### src/sv/rebad_pkg.sv
`timescale 1ns / 1ps
package rebad_pkg;

  localparam int FILT_W  = 4;
  localparam int PRESS_W = 16;
  localparam int PRE_W   = 8;
  localparam int CIDX_W  = 3;

  typedef enum logic [2:0] {
    ACT_NONE      = 3'd0,
    ACT_UP        = 3'd1,
    ACT_DOWN      = 3'd2,
    ACT_UP_FAST   = 3'd3,
    ACT_DOWN_FAST = 3'd4,
    ACT_ENTER     = 3'd5,
    ACT_BACK      = 3'd6
  } action_t;

  typedef enum logic [1:0] {
    LVL_NONE = 2'd0,
    LVL_MIN  = 2'd1,
    LVL_HALF = 2'd2,
    LVL_FULL = 2'd3
  } level_t;

  typedef enum logic [1:0] {
    MARK_IDLE    = 2'd0,
    MARK_PENDING = 2'd1,
    MARK_FAST    = 2'd2,
    MARK_SPARE   = 2'd3
  } mark_t;

  localparam logic [CIDX_W-1:0] REG_DIR_REVERSE = 3'd0;
  localparam logic [CIDX_W-1:0] REG_SAMPLE_PER  = 3'd1;
  localparam logic [CIDX_W-1:0] REG_FILT_ROOF   = 3'd2;
  localparam logic [CIDX_W-1:0] REG_FILT_THRESH = 3'd3;
  localparam logic [CIDX_W-1:0] REG_FULL_LIMIT  = 3'd4;
  localparam logic [CIDX_W-1:0] REG_HALF_LIMIT  = 3'd5;
  localparam logic [CIDX_W-1:0] REG_MIN_LIMIT   = 3'd6;

  localparam logic [PRESS_W-1:0] PRESS_MAX     = 16'hFFFF;
  localparam logic [PRESS_W-1:0] DECAY_BIG_AT  = 16'd50;
  localparam logic [PRESS_W-1:0] DECAY_MID_AT  = 16'd10;
  localparam logic [PRESS_W-1:0] DECAY_BIG     = 16'd50;
  localparam logic [PRESS_W-1:0] DECAY_MID     = 16'd5;

  typedef struct packed {
    logic              en;
    logic [FILT_W-1:0] roof;
    logic [FILT_W-1:0] threshold;
  } filt_ctl_t;

endpackage

### src/sv/rebad_filter.sv
`timescale 1ns / 1ps
module rebad_filter (
  input  logic                 clk,
  input  logic                 rst,
  input  rebad_pkg::filt_ctl_t ctl,
  input  logic                 pin,
  output logic                 high_next
);

  logic [rebad_pkg::FILT_W-1:0] cnt;
  logic [rebad_pkg::FILT_W-1:0] cnt_next;

  always_comb begin
    cnt_next = cnt;
    if (pin) begin
      if (cnt < ctl.roof) cnt_next = cnt + 1'b1;
    end else if (cnt != '0) begin
      cnt_next = cnt - 1'b1;
    end
  end

  assign high_next = (cnt_next > ctl.threshold);

  always_ff @(posedge clk) begin
    if (rst) begin
      cnt <= '0;
    end else if (ctl.en) begin
      cnt <= cnt_next;
    end
  end

endmodule

### src/sv/rotary_encoder_button_action_decoder.sv
`timescale 1ns / 1ps
// Channel  Dir  Handshake          Payload
// s_*      in   s_tvalid/s_tready  s_tdata: pin sample tick
// m_*      out  m_tvalid/m_tready  m_tdata: action and press level
// cfg_*    in   cfg_valid/cfg_ready cfg_index, cfg_data: register write
//
// One tick per cycle while s_tready is high; the result is registered and appears in the cycle after the beat is taken.
// All state updates and the result are formed combinationally and registered when a beat is taken.
// s_tready is high while the output register is empty or being drained.
// Reset clears the filters, prescaler, press count, edge and enter state
// and loads the register defaults; cfg_ready is always high.
module rotary_encoder_button_action_decoder (
  input  logic                         clk,
  input  logic                         rst,
  input  logic                         s_tvalid,
  output logic                         s_tready,
  input  logic [7:0]                   s_tdata,   // clock_pin, data_pin, switch_pin, pad
  output logic                         m_tvalid,
  input  logic                         m_tready,
  output logic [7:0]                   m_tdata,   // action[2:0], press_level[4:3], pad
  input  logic                         cfg_valid,
  output logic                         cfg_ready,
  input  logic [rebad_pkg::CIDX_W-1:0] cfg_index,
  input  logic [15:0]                  cfg_data
);

  logic                          dir_reverse;
  logic [rebad_pkg::PRE_W-1:0]   sample_period;
  logic [rebad_pkg::FILT_W-1:0]  filt_roof;
  logic [rebad_pkg::FILT_W-1:0]  filt_threshold;
  logic [rebad_pkg::PRESS_W-1:0] full_limit;
  logic [rebad_pkg::PRESS_W-1:0] half_limit;
  logic [rebad_pkg::PRESS_W-1:0] min_limit;

  logic [rebad_pkg::PRE_W-1:0]   prescaler;
  logic [rebad_pkg::PRE_W-1:0]   prescaler_next;
  logic [rebad_pkg::PRESS_W-1:0] press_count;
  logic [rebad_pkg::PRESS_W-1:0] press_count_next;
  logic                          last_clock;
  rebad_pkg::mark_t              enter_mark;
  rebad_pkg::mark_t              enter_mark_next;
  rebad_pkg::action_t            action_next;
  rebad_pkg::level_t             level_next;
  rebad_pkg::action_t            action;
  rebad_pkg::level_t             level;

  logic                 take;
  logic                 clk_high;
  logic                 dat_high;
  logic                 cw;
  logic                 ccw;
  rebad_pkg::filt_ctl_t fctl;

  assign take      = s_tvalid & s_tready;
  assign s_tready  = ~m_tvalid | m_tready;
  assign cfg_ready = 1'b1;
  assign m_tdata   = {3'b000, level, action};

  assign fctl.en        = take;
  assign fctl.roof      = filt_roof;
  assign fctl.threshold = filt_threshold;

  rebad_filter u_clk_filt (
    .clk       (clk),
    .rst       (rst),
    .ctl       (fctl),
    .pin       (s_tdata[0]),
    .high_next (clk_high)
  );

  rebad_filter u_dat_filt (
    .clk       (clk),
    .rst       (rst),
    .ctl       (fctl),
    .pin       (s_tdata[1]),
    .high_next (dat_high)
  );

  always_comb begin
    prescaler_next   = prescaler;
    press_count_next = press_count;
    if (prescaler != '0) begin
      prescaler_next = prescaler - 1'b1;
    end else begin
      prescaler_next = sample_period;
      if (s_tdata[2]) begin
        if (press_count != rebad_pkg::PRESS_MAX) press_count_next = press_count + 1'b1;
      end else if (press_count > rebad_pkg::DECAY_BIG_AT) begin
        press_count_next = press_count - rebad_pkg::DECAY_BIG;
      end else if (press_count > rebad_pkg::DECAY_MID_AT) begin
        press_count_next = press_count - rebad_pkg::DECAY_MID;
      end else if (press_count != '0) begin
        press_count_next = press_count - 1'b1;
      end
    end

    if (press_count_next > full_limit) begin
      level_next = rebad_pkg::LVL_FULL;
    end else if (press_count_next > half_limit) begin
      level_next = rebad_pkg::LVL_HALF;
    end else if (press_count_next > min_limit) begin
      level_next = rebad_pkg::LVL_MIN;
    end else begin
      level_next = rebad_pkg::LVL_NONE;
    end

    cw  = ~last_clock & clk_high & (dat_high != dir_reverse);
    ccw = ~last_clock & clk_high & (dat_high == dir_reverse);

    action_next     = rebad_pkg::ACT_NONE;
    enter_mark_next = enter_mark;
    if (cw) begin
      if (level_next != rebad_pkg::LVL_NONE) begin
        action_next     = rebad_pkg::ACT_UP_FAST;
        enter_mark_next = rebad_pkg::MARK_FAST;
      end else begin
        action_next = rebad_pkg::ACT_UP;
      end
    end
    if (ccw) begin
      if (level_next != rebad_pkg::LVL_NONE) begin
        action_next     = rebad_pkg::ACT_DOWN_FAST;
        enter_mark_next = rebad_pkg::MARK_FAST;
      end else begin
        action_next = rebad_pkg::ACT_DOWN;
      end
    end

    if (level_next == rebad_pkg::LVL_FULL) begin
      action_next = rebad_pkg::ACT_BACK;
    end else if (level_next != rebad_pkg::LVL_NONE) begin
      if (enter_mark_next == rebad_pkg::MARK_IDLE) enter_mark_next = rebad_pkg::MARK_PENDING;
    end else begin
      if (enter_mark_next == rebad_pkg::MARK_PENDING) action_next = rebad_pkg::ACT_ENTER;
      enter_mark_next = rebad_pkg::MARK_IDLE;
    end
  end

  always_ff @(posedge clk) begin
    if (rst) begin
      dir_reverse    <= 1'b0;
      sample_period  <= 8'd5;
      filt_roof      <= 4'd10;
      filt_threshold <= 4'd3;
      full_limit     <= 16'd1000;
      half_limit     <= 16'd100;
      min_limit      <= 16'd5;
    end else if (cfg_valid & cfg_ready) begin
      case (cfg_index)
        rebad_pkg::REG_DIR_REVERSE: dir_reverse    <= cfg_data[0];
        rebad_pkg::REG_SAMPLE_PER:  sample_period  <= cfg_data[rebad_pkg::PRE_W-1:0];
        rebad_pkg::REG_FILT_ROOF:   filt_roof      <= cfg_data[rebad_pkg::FILT_W-1:0];
        rebad_pkg::REG_FILT_THRESH: filt_threshold <= cfg_data[rebad_pkg::FILT_W-1:0];
        rebad_pkg::REG_FULL_LIMIT:  full_limit     <= cfg_data;
        rebad_pkg::REG_HALF_LIMIT:  half_limit     <= cfg_data;
        rebad_pkg::REG_MIN_LIMIT:   min_limit      <= cfg_data;
        default: ;
      endcase
    end
  end

  always_ff @(posedge clk) begin
    if (rst) begin
      prescaler   <= '0;
      press_count <= '0;
      last_clock  <= 1'b0;
      enter_mark  <= rebad_pkg::MARK_IDLE;
      m_tvalid    <= 1'b0;
    end else begin
      if (take) begin
        prescaler   <= prescaler_next;
        press_count <= press_count_next;
        last_clock  <= clk_high;
        enter_mark  <= enter_mark_next;
        m_tvalid    <= 1'b1;
      end else if (m_tready) begin
        m_tvalid <= 1'b0;
      end
    end
  end

  always_ff @(posedge clk) begin
    if (take) begin
      action <= action_next;
      level  <= level_next;
    end
  end

endmodule

### config.mk
export PLATFORM = sky130hd
export DESIGN_NAME = rotary_encoder_button_action_decoder
export DESIGN_NICKNAME = d
export VERILOG_FILES = /design/src/sv/rebad_pkg.sv /design/src/sv/rebad_filter.sv /design/src/sv/rotary_encoder_button_action_decoder.sv
export SDC_FILE = /design/constraint.sdc
export NUM_CORES = 1
export LEC_CHECK = 0
export ABC_CLOCK_PERIOD_IN_PS = 5900
export BUFFER_PORTS_ARGS = -buffer_cell sky130_fd_sc_hd__buf_2
export CORE_MARGIN = 1
export CORE_UTILIZATION = 64
export CTS_BUF_LIST = sky130_fd_sc_hd__clkbuf_8
export DETAILED_ROUTE_END_ITERATION = 10
export PLACE_DENSITY = 0.84
export REMOVE_ABC_BUFFERS = 1
export SYNTH_ARGS = -nofsm -noshare
export SYNTH_HDL_FRONTEND = slang
export SYNTH_SLANG_ARGS = --single-unit
### constraint.sdc
create_clock -name clk -period 5.9 [get_ports clk]
set_input_delay 0.295 -clock clk [delete_from_list [all_inputs] [get_ports clk]]
set_output_delay 0.295 -clock clk [all_outputs]
set_load 0.02 [all_outputs]
Word level (Yosys, flattened, before mapping)
Cells that the tools add are included.
{"block": "word_totals", "ff_bits": 106, "output_inout_bits": 11, "in_bits": 32}
{"block": "op_classes", "n_bitwise": 7, "magnitude_cmp": 9, "reduce_logical": 15, "addsub": 9, "n_mux": 31, "n_eq_ne": 11}
{"operator": "$mux 16", "n": 6}
{"operator": "$gt 16x16->1", "n": 3}
{"operator": "$mux 4", "n": 6}
{"operator": "$mux 2", "n": 11}
{"operator": "$add 16x1->16 const B", "n": 1}
{"operator": "$gt 16x4->1 const B", "n": 1}
{"operator": "$gt 16x6->1 const B", "n": 1}
{"operator": "$ne 16x16->1 const B", "n": 1}
{"operator": "$reduce_bool 16->1", "n": 1}
{"operator": "$sub 16x1->16 const B", "n": 1}
{"operator": "$sub 16x3->16 const B", "n": 1}
{"operator": "$sub 16x6->16 const B", "n": 1}
{"operator": "$reduce_and 2->1", "n": 7}
{"operator": "$mux 3", "n": 4}
{"operator": "$eq 3x3->1 const B", "n": 3}
{"operator": "$add 4x1->4 const B", "n": 2}
{"operator": "$gt 4x4->1", "n": 2}
{"operator": "$lt 4x4->1", "n": 2}
{"operator": "$mux 8", "n": 1}
{"operator": "$reduce_bool 4->1", "n": 2}
{"operator": "$reduce_bool 8->1", "n": 1}
{"operator": "$sub 4x1->4 const B", "n": 2}
{"operator": "$sub 8x1->8 const B", "n": 1}
{"operator": "$eq 3x2->1 const B", "n": 2}
{"operator": "other kinds (12)", "n": 19}

Longest topological paths before layout
Gate-level depths: netlist of run 1.
{"block": "logic_depth", "depth_word": 19, "ltp_mapped": 19}

Cells and area by module
Synthesis of run 1 repeated with hierarchy kept, for this count alone.
{"block": "hier_totals", "cells_unflattened": 979, "area_unflattened_um2": 7638.6}
{"module": "rotary_encoder_button_action_decoder", "cells_each": 821, "instances": 1, "area_each_um2": 6412.4}
{"module": "rebad_filter", "cells_each": 79, "instances": 2, "area_each_um2": 613.1}

Worst setup path before layout of run 1
No wires, ideal clock.
{"block": "synth_path", "path_kind": "flip-flop to flip-flop", "start": "reg press_count[2] in the netlist's numbering", "end": "reg action[1], data pin", "path_slack_ns": 1.799, "stages_incl_launch_ff": 18, "setup_time_ns": 0.277, "t_required_ns": 5.623, "period_less_slack_ns": 4.101, "arrival_time_ns": 3.824, "cell_sequence": "dfxtp_1 clkbuf_1 inv_1 ha_1 nor3b_1 a41o_1 a221oi_1 o311ai_0 xnor2_1 ha_1 a21o_1 a221oi_1 o21ai_0 nand2_1 a22o_1 nor2b_1 mux2i_1 o21ai_0"}
{"block": "synth_between", "elab_chain_cells": 18, "elab_cells_between_ends": 33, "classes_between": "4 x add/sub; 5 x order compare; 3 x eq/ne; 19 x mux; 2 x reduce/logical"}
{"element": "start, declared", "line_no": "rotary_encoder_button_action_decoder.sv:37", "rtl": "logic [rebad_pkg::PRESS_W-1:0] press_count;"}
{"element": "start signal, assigned", "line_no": "rotary_encoder_button_action_decoder.sv:172", "rtl": "press_count <= press_count_next;"}
{"element": "$sub 16x1->16 / $reduce_bool 16->1 (equally long branches)", "line_no": "rotary_encoder_button_action_decoder.sv:93, rotary_encoder_button_action_decoder.sv:92"}
{"element": "$mux 16", "line_no": "rotary_encoder_button_action_decoder.sv:92", "rtl": "end else if (press_count != '0) begin"}
{"element": "$mux 16", "line_no": "rotary_encoder_button_action_decoder.sv:90", "rtl": "end else if (press_count > rebad_pkg::DECAY_MID_AT) begin"}
{"element": "$mux 16", "line_no": "rotary_encoder_button_action_decoder.sv:88", "rtl": "end else if (press_count > rebad_pkg::DECAY_BIG_AT) begin"}
{"element": "$mux 16 (*)", "line_no": "rotary_encoder_button_action_decoder.sv:86", "rtl": "if (s_tdata[2]) begin"}
{"element": "$mux 16 (*)", "line_no": "rotary_encoder_button_action_decoder.sv:82", "rtl": "if (prescaler != '0) begin"}
{"element": "named net press_count_next, one bit", "line_no": "rotary_encoder_button_action_decoder.sv:38", "rtl": "logic [rebad_pkg::PRESS_W-1:0] press_count_next;"}
{"element": "$gt 16x16->1", "line_no": "rotary_encoder_button_action_decoder.sv:101", "rtl": "end else if (press_count_next > min_limit) begin"}
{"element": "[... 3 more ...]"}
{"element": "$reduce_bool 2->1", "line_no": "rotary_encoder_button_action_decoder.sv:113, rotary_encoder_button_action_decoder.sv:121, rotary_encoder_button_action_decoder.sv:131"}
{"element": "$mux 2", "line_no": "rotary_encoder_button_action_decoder.sv:113", "rtl": "if (level_next != rebad_pkg::LVL_NONE) begin"}
{"element": "$mux 2", "line_no": "rotary_encoder_button_action_decoder.sv:112", "rtl": "if (cw) begin"}
{"element": "$mux 2", "line_no": "rotary_encoder_button_action_decoder.sv:121", "rtl": "if (level_next != rebad_pkg::LVL_NONE) begin"}
{"element": "$mux 2", "line_no": "rotary_encoder_button_action_decoder.sv:120", "rtl": "if (ccw) begin"}
{"element": "$eq 2x1->1", "line_no": "rotary_encoder_button_action_decoder.sv:134", "rtl": "if (enter_mark_next == rebad_pkg::MARK_PENDING) action_next = rebad_pkg::ACT_ENTER;"}
{"element": "$mux 3", "line_no": "rotary_encoder_button_action_decoder.sv:134"}
{"element": "$mux 3", "line_no": "rotary_encoder_button_action_decoder.sv:131", "rtl": "end else if (level_next != rebad_pkg::LVL_NONE) begin"}
{"element": "end signal, assigned", "line_no": "rotary_encoder_button_action_decoder.sv:184", "rtl": "action <= action_next;"}
{"element": "end, declared", "line_no": "rotary_encoder_button_action_decoder.sv:44", "rtl": "rebad_pkg::action_t action;"}
Mark *: on every way through the listed nets, which the timed path passes. The rest lies on a longest branch.
A chain may end at the register's enable or synchronous reset.

Final worst setup path of run 1
{"block": "layout_path", "start": "reg press_count[3] in the netlist's numbering", "end": "reg action[1], data pin"}
{"block": "layout_between", "elab_chain_cells": 18, "elab_cells_between_ends": 33, "classes_between": "4 x add/sub; 5 x order compare; 3 x eq/ne; 19 x mux; 2 x reduce/logical"}
{"element": "parallel branches: the longest is 4 deep, another holds $gt 16x4->1"}
{"element": "$mux 16 (*)", "line_no": "rotary_encoder_button_action_decoder.sv:86"}
{"element": "$mux 16 (*)", "line_no": "rotary_encoder_button_action_decoder.sv:82"}
{"element": "named net press_count_next, one bit", "line_no": "rotary_encoder_button_action_decoder.sv:38"}
{"element": "$gt 16x16->1", "line_no": "rotary_encoder_button_action_decoder.sv:101"}
{"element": "$mux 1", "line_no": "rotary_encoder_button_action_decoder.sv:101"}
{"element": "$mux 2", "line_no": "rotary_encoder_button_action_decoder.sv:99", "rtl": "end else if (press_count_next > half_limit) begin"}
{"element": "$mux 2 (*)", "line_no": "rotary_encoder_button_action_decoder.sv:97", "rtl": "if (press_count_next > full_limit) begin"}
{"element": "$reduce_bool 2->1", "line_no": "rotary_encoder_button_action_decoder.sv:113, rotary_encoder_button_action_decoder.sv:121, rotary_encoder_button_action_decoder.sv:131"}
{"element": "$mux 2", "line_no": "rotary_encoder_button_action_decoder.sv:113"}
{"element": "$mux 2", "line_no": "rotary_encoder_button_action_decoder.sv:112"}
{"element": "$mux 2", "line_no": "rotary_encoder_button_action_decoder.sv:121"}
{"element": "$mux 2", "line_no": "rotary_encoder_button_action_decoder.sv:120"}
{"element": "$eq 2x1->1", "line_no": "rotary_encoder_button_action_decoder.sv:134"}
{"element": "$mux 3", "line_no": "rotary_encoder_button_action_decoder.sv:134"}
{"element": "$mux 3", "line_no": "rotary_encoder_button_action_decoder.sv:131"}
Mark *: on every way through the listed nets, which the timed path passes.

==> results of run 1 <==
[tightest hold or removal path: stages]
cell	delay (ns)
buf_2	0.10
inv_1	0.04
a21oi_1	0.05
[cell usage after synthesis, drive strengths merged (3+ instances only)]
master / instances / share of area
nand2: 149 / 0.078
a21oi: 105 / 0.073
dfxtp: 101 / 0.28
ha: 75 / 0.13
nor2: 74 / 0.039
inv: 73 / 0.038
o21ai: 42 / 0.031
clkbuf: 36 / 0.019
mux2i: 20 / 0.028
nor3: 20 / 0.015
o211ai: 18 / 0.019
xnor2: 17 / 0.021
buf: 16 / 0.014
nand4: 16 / 0.014
a21o: 13 / 0.014
nor4: 13 / 0.013
nor2b: 12 / 0.010
nand3: 10 / 0.0069
or3: 10 / 0.0087
nand2b: 9 / 0.0078
a211oi: 8 / 0.0083
a31oi: 7 / 0.0061
o311ai: 7 / 0.0085
and3: 6 / 0.0052
or2: 6 / 0.0052
xor2: 6 / 0.0073
a22oi: 5 / 0.0052
edfxtp: 5 / 0.021
o21a: 5 / 0.0052
a221oi: 4 / 0.0049
o22ai: 4 / 0.0035
or4: 4 / 0.0052
a211o: 3 / 0.0036
a311oi: 3 / 0.0036
and2: 3 / 0.0026
and4: 3 / 0.0036
o2111ai: 3 / 0.0036
[registers in the layout, summed over array words and instances, names as in the netlist, 2 cells and up]
name	flops
level	2
filt_roof	4
press_count	16
prescaler	8
min_limit	16
half_limit	16
u_clk_filt.cnt	4
action	3
u_dat_filt.cnt	4
sample_period	8
enter_mark	2
full_limit	16
filt_threshold	4
[routing by layer]
layer | vias up | GRT usage | share of wire
li1 | 3321 | - | -
met1 | 3132 | 0.405 | 0.44
met2 | 229 | 0.550 | 0.48
met3 | 34 | 0.0633 | 0.061
met4 | 0 | 0.114 | 0.022
met5 | - | 0 | 0
[how the worst min path moves through the flow]
stage / cells after the start / to / start / slack (ns)
floorplan: 1 / full_limit[0] / rst / 0.36
global placement: 2 / min_limit[9] / min_limit[9] / 0.44
detailed placement: 2 / min_limit[14] / min_limit[14] / 0.45
CTS: 3 / m_tvalid / s_tvalid / 0.13
global route: 3 / min_limit[9] / cfg_data[9] / 0.14
finish: 3 / m_tvalid / s_tvalid / 0.14
[power by group through the flow]
| stage | Clock (uW) | Sequential, uW | Combinational (uW) |
|---|---|---|---|
| floorplan | 0 | 990 | 2230 |
| global placement | 0 | 1010 | 2890 |
| detailed placement | 0 | 1010 | 2960 |
| CTS | 434 | 998 | 2980 |
| global route | 463 | 1020 | 3370 |
| finish | 425 | 1000 | 3040 |
[logic make-up after synthesis]
group           count (synthesis)  synth area share
other cells                     2           0.00104
buf+inv                       125            0.0704
xor+xnor                       23            0.0279
flops                         106             0.301
fa+ha+maj                      75             0.130
mux                            20            0.0278
compound gates                251             0.221
simple gates                  340             0.221
[per-stage QoR]
stage	total power, uW	instances
floorplan	3220	892
global placement	3900	1072
detailed placement	3970	1072
CTS	4420	1088
global route	4860	1088
finish	4470	1088
[area by class of cell]
type / instances / share of cell area
repair buffers: 40 / 0.0288
clock buffers: 10 / 0.0182
clock inverters: 6 / 0.00545
inverters: 73 / 0.0362
multi-input cells: 713 / 0.601
well taps: 140 / 0.0231
flip-flops and latches: 106 / 0.287
==> metrics.csv, run 1 <==
metric;value;unit
htreeDepth;3;
cts_root_buffer;clkbuf_8;
cp.arrival;5.23;ns
pwr-share-clk;0.095;
worstSetupPathDepth;14;
rows;38;
fin_util;0.695;
r2r_start;press_count[3];
critical_path.slowest_cell;or4b_1;
synth_area;7210;um^2
n_antenna_cell;0;
min_path_type;in -> reg;
cp_max_fo;14;
required;6.01;ns
die_y;108;um
worstSetupStartpointType;flip-flop;
nNetsFinal;1050;
grt_pass1_wl;29600;um
clk_pin_slew;0.10;ns
start_util;0.662;
numCtsBuffers;9;
layout_min_cycle_time;5.12;ns
ctsHoldBuffers;0;
switching_share;0.500;
postSynthAreaPerCell;7.65;um^2
clk_path_buf_depth;2;
synth_seq_cells;106;
rsz0062_at_grt;false;
cp_top_family;compound AO/OA/AOI/OAI gates;
finalSetupViolCount;0;
drc;0;
yosysSeqAreaShare;0.301;
irDropWorstVdd;0.000547;V
p_switching;2230;uW
startpoint;press_count[3];
vias;6716;
max_stage_delay;0.73;ns
grt-ovfl-total;0;
synthArstFlopShare;0;
design_area;7570;um^2
die_area;11700;um^2
rrSetupSlack;0.78;ns
io_pins;43;
synthFlopType;dfxtp_1;
post_cts_buffers;0;
cts_tree;built;
yosys_warnings;0;
core;10900;um^2
critPathCaptureType;flip-flop;
final_cell_mix;nand2_1, a21oi_1, dfxtp_1;
grt.total_usage;0.323;
grt_max_degree;82;
cts_resized;0;
worst_clock_skew;0.0148;ns
final.setup.tns;0;ns
routabilityCongestion;0.971;
post_drt_wl_per_cell;16.5;um
wirelength;18000;um
viasPerCell;6.17;
status;complete, no violations;
crit_buf_inv;0;
power_leakage;0.00307;uW
worst_hold_slack;0.144;ns
comb_power_share;0.680;
synth_edf_count;5;
port_buffers;33;
tightest_slew;0.908;ns
cts_sinks;106;
drt-pass1-iter-count;5;
fillers;893;
area_growth;4.98;%
p_int;2230;uW
synthDistinctLibCells;70;
path_cells;nand4_1, or4b_1, o21ai_0, o22ai_1, a31oi_1, a2bb2oi_1, ha_1, o211ai_1, a21oi_1, o311ai_0, a2bb2oi_1, nor2b_1, mux2i_1, o21ai_0;
die_x;108;um
drv_cap;0;
netlist_instances;942;
max-slew-margin-rel;0.392;
clock_latency;0.39;ns
drtIter0Drc;518;
preCtsSetupSlack;0.950;ns
cellPowerDensity;590;nW/um^2
crit_type;reg -> reg;
critical_path.reg2reg.endpoint;action[1];
dp_hpwl;12900;um
regArea;2170;um^2
place_area;7390;um^2
final_common_cell;nand2_1;
grt_pass1_vias;6189;
p_seq_frac;0.225;
r2r_cells;14;
drv_slew;0;
drive_gt1_frac;0.0770;
crit_end;action[1];
antenna_found_initial;0;
multi_input_area;4550;um^2
finalHoldViolCount;0;
ant_nets;0;
fin_crit_sh;0.868;
fmax;195;MHz
worst_slack;0.781;ns
Note: power is estimated with default switching activity, not from simulation.
==> run 2: changes to the inputs <==
ABC_AREA = 1   (was unset)
==> run 2 against run 1 <==
- sequential power is 15% lower
- non-clock buffer count is 3 lower
- critical endpoint unchanged
- cell count is 16% higher
- clock power is 18% higher
- area after synthesis is 3.4% higher
==> metrics.csv, run 2 <==
metric;value;unit;change
grt-ovfl-total;0;;unchanged
drv_cap;0;;unchanged
yosys.area.top_type_share;0.271;;-0.00918
grt_pass1_wl;28700;um;-2.9%
grt_pass1_vias;6171;;-0.29%
vias;7038;;+4.8%
final_cell_mix;nand2_1, inv_1, a21oi_1;;
comb_power_share;0.437;;-0.243
critPathCaptureType;flip-flop;;
htreeDepth;3;;unchanged
p_switching;1000;uW;-55%
die_y;110;um;+1.6%
antenna_found_initial;0;;unchanged
drt-pass1-iter-count;5;;unchanged
preCtsSetupSlack;1.90;ns;+0.954 ns
port_buffers;33;;unchanged
final.setup.tns;0;ns;unchanged
cpMostUsedCell;nand2_1;;
critical_path.slowest_cell;dfxtp_1;;
rows;39;;+2.6%
start_util;0.656;;-0.00660
irDropWorstVdd;0.000194;V;-65%
path_cells;ha_1, nand3_1, nor2_1, nand4_1, nand2_1, inv_1, nand4_1, nand2_1, nand3_1, nand2_1, ha_1, nand2_1, nor4_1, nand4_1, nand2_1, nand3_1, o21ai_0, inv_1;;
yosysTopAreaCell;dfxtp_1;;
grt_max_degree;77;;-6.1%
area_growth;4.80;%;
nNetsFinal;1223;;+16%
pwr-share-clk;0.208;;+0.113
cts_root_buffer;clkbuf_8;;
post_cts_buffers;0;;unchanged
tightest_slew;0.988;ns;+0.0793 ns
netlist_instances;1112;;+18%
rsz0062_at_grt;false;;
crit_buf_inv;2;;+2
fmax;244;MHz;+25%
finalHoldViolCount;0;;unchanged
worst_clock_skew;0.0115;ns;-0.00327 ns
grt.total_usage;0.306;;-0.0173
power_leakage;0.00378;uW;+23%
cp_max_fo;11;;-3
crit_type;reg -> reg;;
final_common_cell;nand2_1;;
fin_util;0.687;;-0.00811
core;11400;um^2;+4.4%
synth_area;7450;um^2;+3.4%
finalSetupViolCount;0;;unchanged
required;6.05;ns;+0.04 ns
regArea;2170;um^2;unchanged
cellPowerDensity;308;nW/um^2;-48%
fillers;1009;;+13%
synthFlopType;dfxtp_1;;
min_path_type;in -> reg;;
dp_hpwl;12700;um;-1.5%
dp_cells;1248;;+16%
yosysMostFrequentCell;nand2_1;;
routabilityCongestion;0.922;;-5.1%
die_x;110;um;+1.6%
worstSetupStartpointType;flip-flop;;
ant_nets;0;;unchanged
max-slew-margin-rel;0.339;;-0.0530
synth_seq_cells;106;;unchanged
drc;0;;unchanged
ctsHoldBuffers;0;;unchanged
clock_latency;0.39;ns;about the same
cts_sinks;106;;unchanged
post_drt_wl_per_cell;13.7;um;-17%
cp_top_family;simple AND/OR/NAND/NOR gates;;
cts_tree;built;;
cp.arrival;4.26;ns;-0.97 ns
yosysSeqAreaShare;0.291;;-0.00986
viasPerCell;5.57;;-9.8%
synthArstFlopShare;0;;unchanged
die_area;12100;um^2;+3.3%
io_pins;43;;unchanged
drtIter0Drc;500;;-3.5%
p_seq_frac;0.355;;+0.130
drv_slew;0;;unchanged
wirelength;17400;um;-3.4%
synthTopCellsByCount;nand2_1, inv_1, a21oi_1, o21ai_0, dfxtp_1;;
fin_crit_sh;0.696;;-0.172
numCtsBuffers;9;;unchanged
final_cells;1264;;+16%
p_int;1410;uW;-37%
multi_input_area;4400;um^2;-3.3%
cts_resized;0;;unchanged
switching_share;0.417;;-0.0839
yosys-top-cells-area;dfxtp_1, ha_1, nand2_1;;
layout_min_cycle_time;4.11;ns;-1.01 ns
worst_slack;1.79;ns;+1.01 ns
synth_edf_count;5;;unchanged
n_antenna_cell;0;;unchanged
clk_path_buf_depth;2;;unchanged
status;complete, no violations;;
synthDistinctLibCells;42;;-40%
max_stage_delay;0.52;ns;-0.21 ns
yosys_warnings;0;;unchanged
drive_gt1_frac;0.0830;;+0.00596
postSynthAreaPerCell;6.70;um^2;-12%
clk_pin_slew;0.10;ns;about the same
==> run 2: cell types whose count changed after synthesis, moves of 12 or more <==
| cell | before | now |
|---|---|---|
| a21o_1 | 13 | 1 |
| inv_1 | 73 | 162 |
| mux2i_1 | 20 | 0 |
| nand2_2 | 0 | 15 |
| clkbuf_1 | 35 | 23 |
| nand2_1 | 149 | 231 |
| a21oi_1 | 105 | 119 |
| o21ai_0 | 37 | 105 |
| nand3_1 | 10 | 57 |
| xnor2_1 | 17 | 0 |
| nor2b_1 | 12 | 0 |
==> run 2: stage by stage <==
step | hold slack, ns | total power, uW | area [um^2]
CTS | 0.125 | 2400 | 7810
global route | 0.145 | 2610 | 7810
global placement | 0.444 | 1870 | 7590
floorplan | 0.364 | 1630 | 7220
detailed placement | 0.453 | 1900 | 7590
finish | 0.140 | 2410 | 7810
==> run 2: final timing paths <==
path | start | slack, ns | cells after the start | endpoint
max | press_count[1] | 1.79 | 18 | action[1]
min reg2reg | half_limit[13] | 0.47 | 2 | half_limit[13]
min | cfg_data[8] | 0.14 | 3 | full_limit[8]
max reg2reg | press_count[1] | 1.79 | 18 | action[1]
==> run 2: power groups by stage <==
| stage | Combinational, uW | Sequential [uW] | Clock [uW] |
|---|---|---|---|
| after floorplan | 757 | 875 | 0 |
| final | 1050 | 855 | 501 |
| after global placement | 1000 | 868 | 0 |
| after global routing | 1210 | 865 | 538 |
| after CTS | 1040 | 854 | 510 |
| after detailed placement | 1030 | 870 | 0 |
==> run 2: metal layers <==
layer | vias up | GRT usage | part of all wire
met1 | 3198 | 0.419 | 0.47
met2 | 183 | 0.480 | 0.45
li1 | 3630 | - | -
met3 | 27 | 0.0433 | 0.062
met4 | 0 | 0.128 | 0.021
met5 | - | 0 | 0
==> run 2: worst reg2reg max path, stage by stage (launching register included) <==
cell,delay (ns)
dfxtp_1,0.52
ha_1,0.23
nand3_1,0.12
nor2_1,0.22
nand4_1,0.42
nand2_1,0.24
inv_1,0.14
nand4_1,0.10
nand2_1,0.09
nand3_1,0.09
nand2_1,0.12
ha_1,0.33
nand2_1,0.06
nor4_1,0.34
nand4_1,0.18
nand2_1,0.20
nand3_1,0.17
o21ai_0,0.24
inv_1,0.06
==> run 2: layout make-up <==
cell class	count	share of cell area
clock buffer	10	0.0176
clock inverter	6	0.0106
inverter	170	0.0825
multi-input combinational	792	0.563
sequential	106	0.278
tap	143	0.0229
timing repair buffer	37	0.0250
==> run 2: cells by family (layout without fill, tap and decap cells) <==
group	after synthesis	count (layout)	synth area share
AO/OA/AOI/OAI	262	262	0.188
XOR/XNOR	15	15	0.0176
adder cells (fa/ha/maj)	75	75	0.126
buffers and inverters	216	223	0.119
flip-flops	106	106	0.291
other	2	4	0.00101
AND/OR/NAND/NOR	436	436	0.257
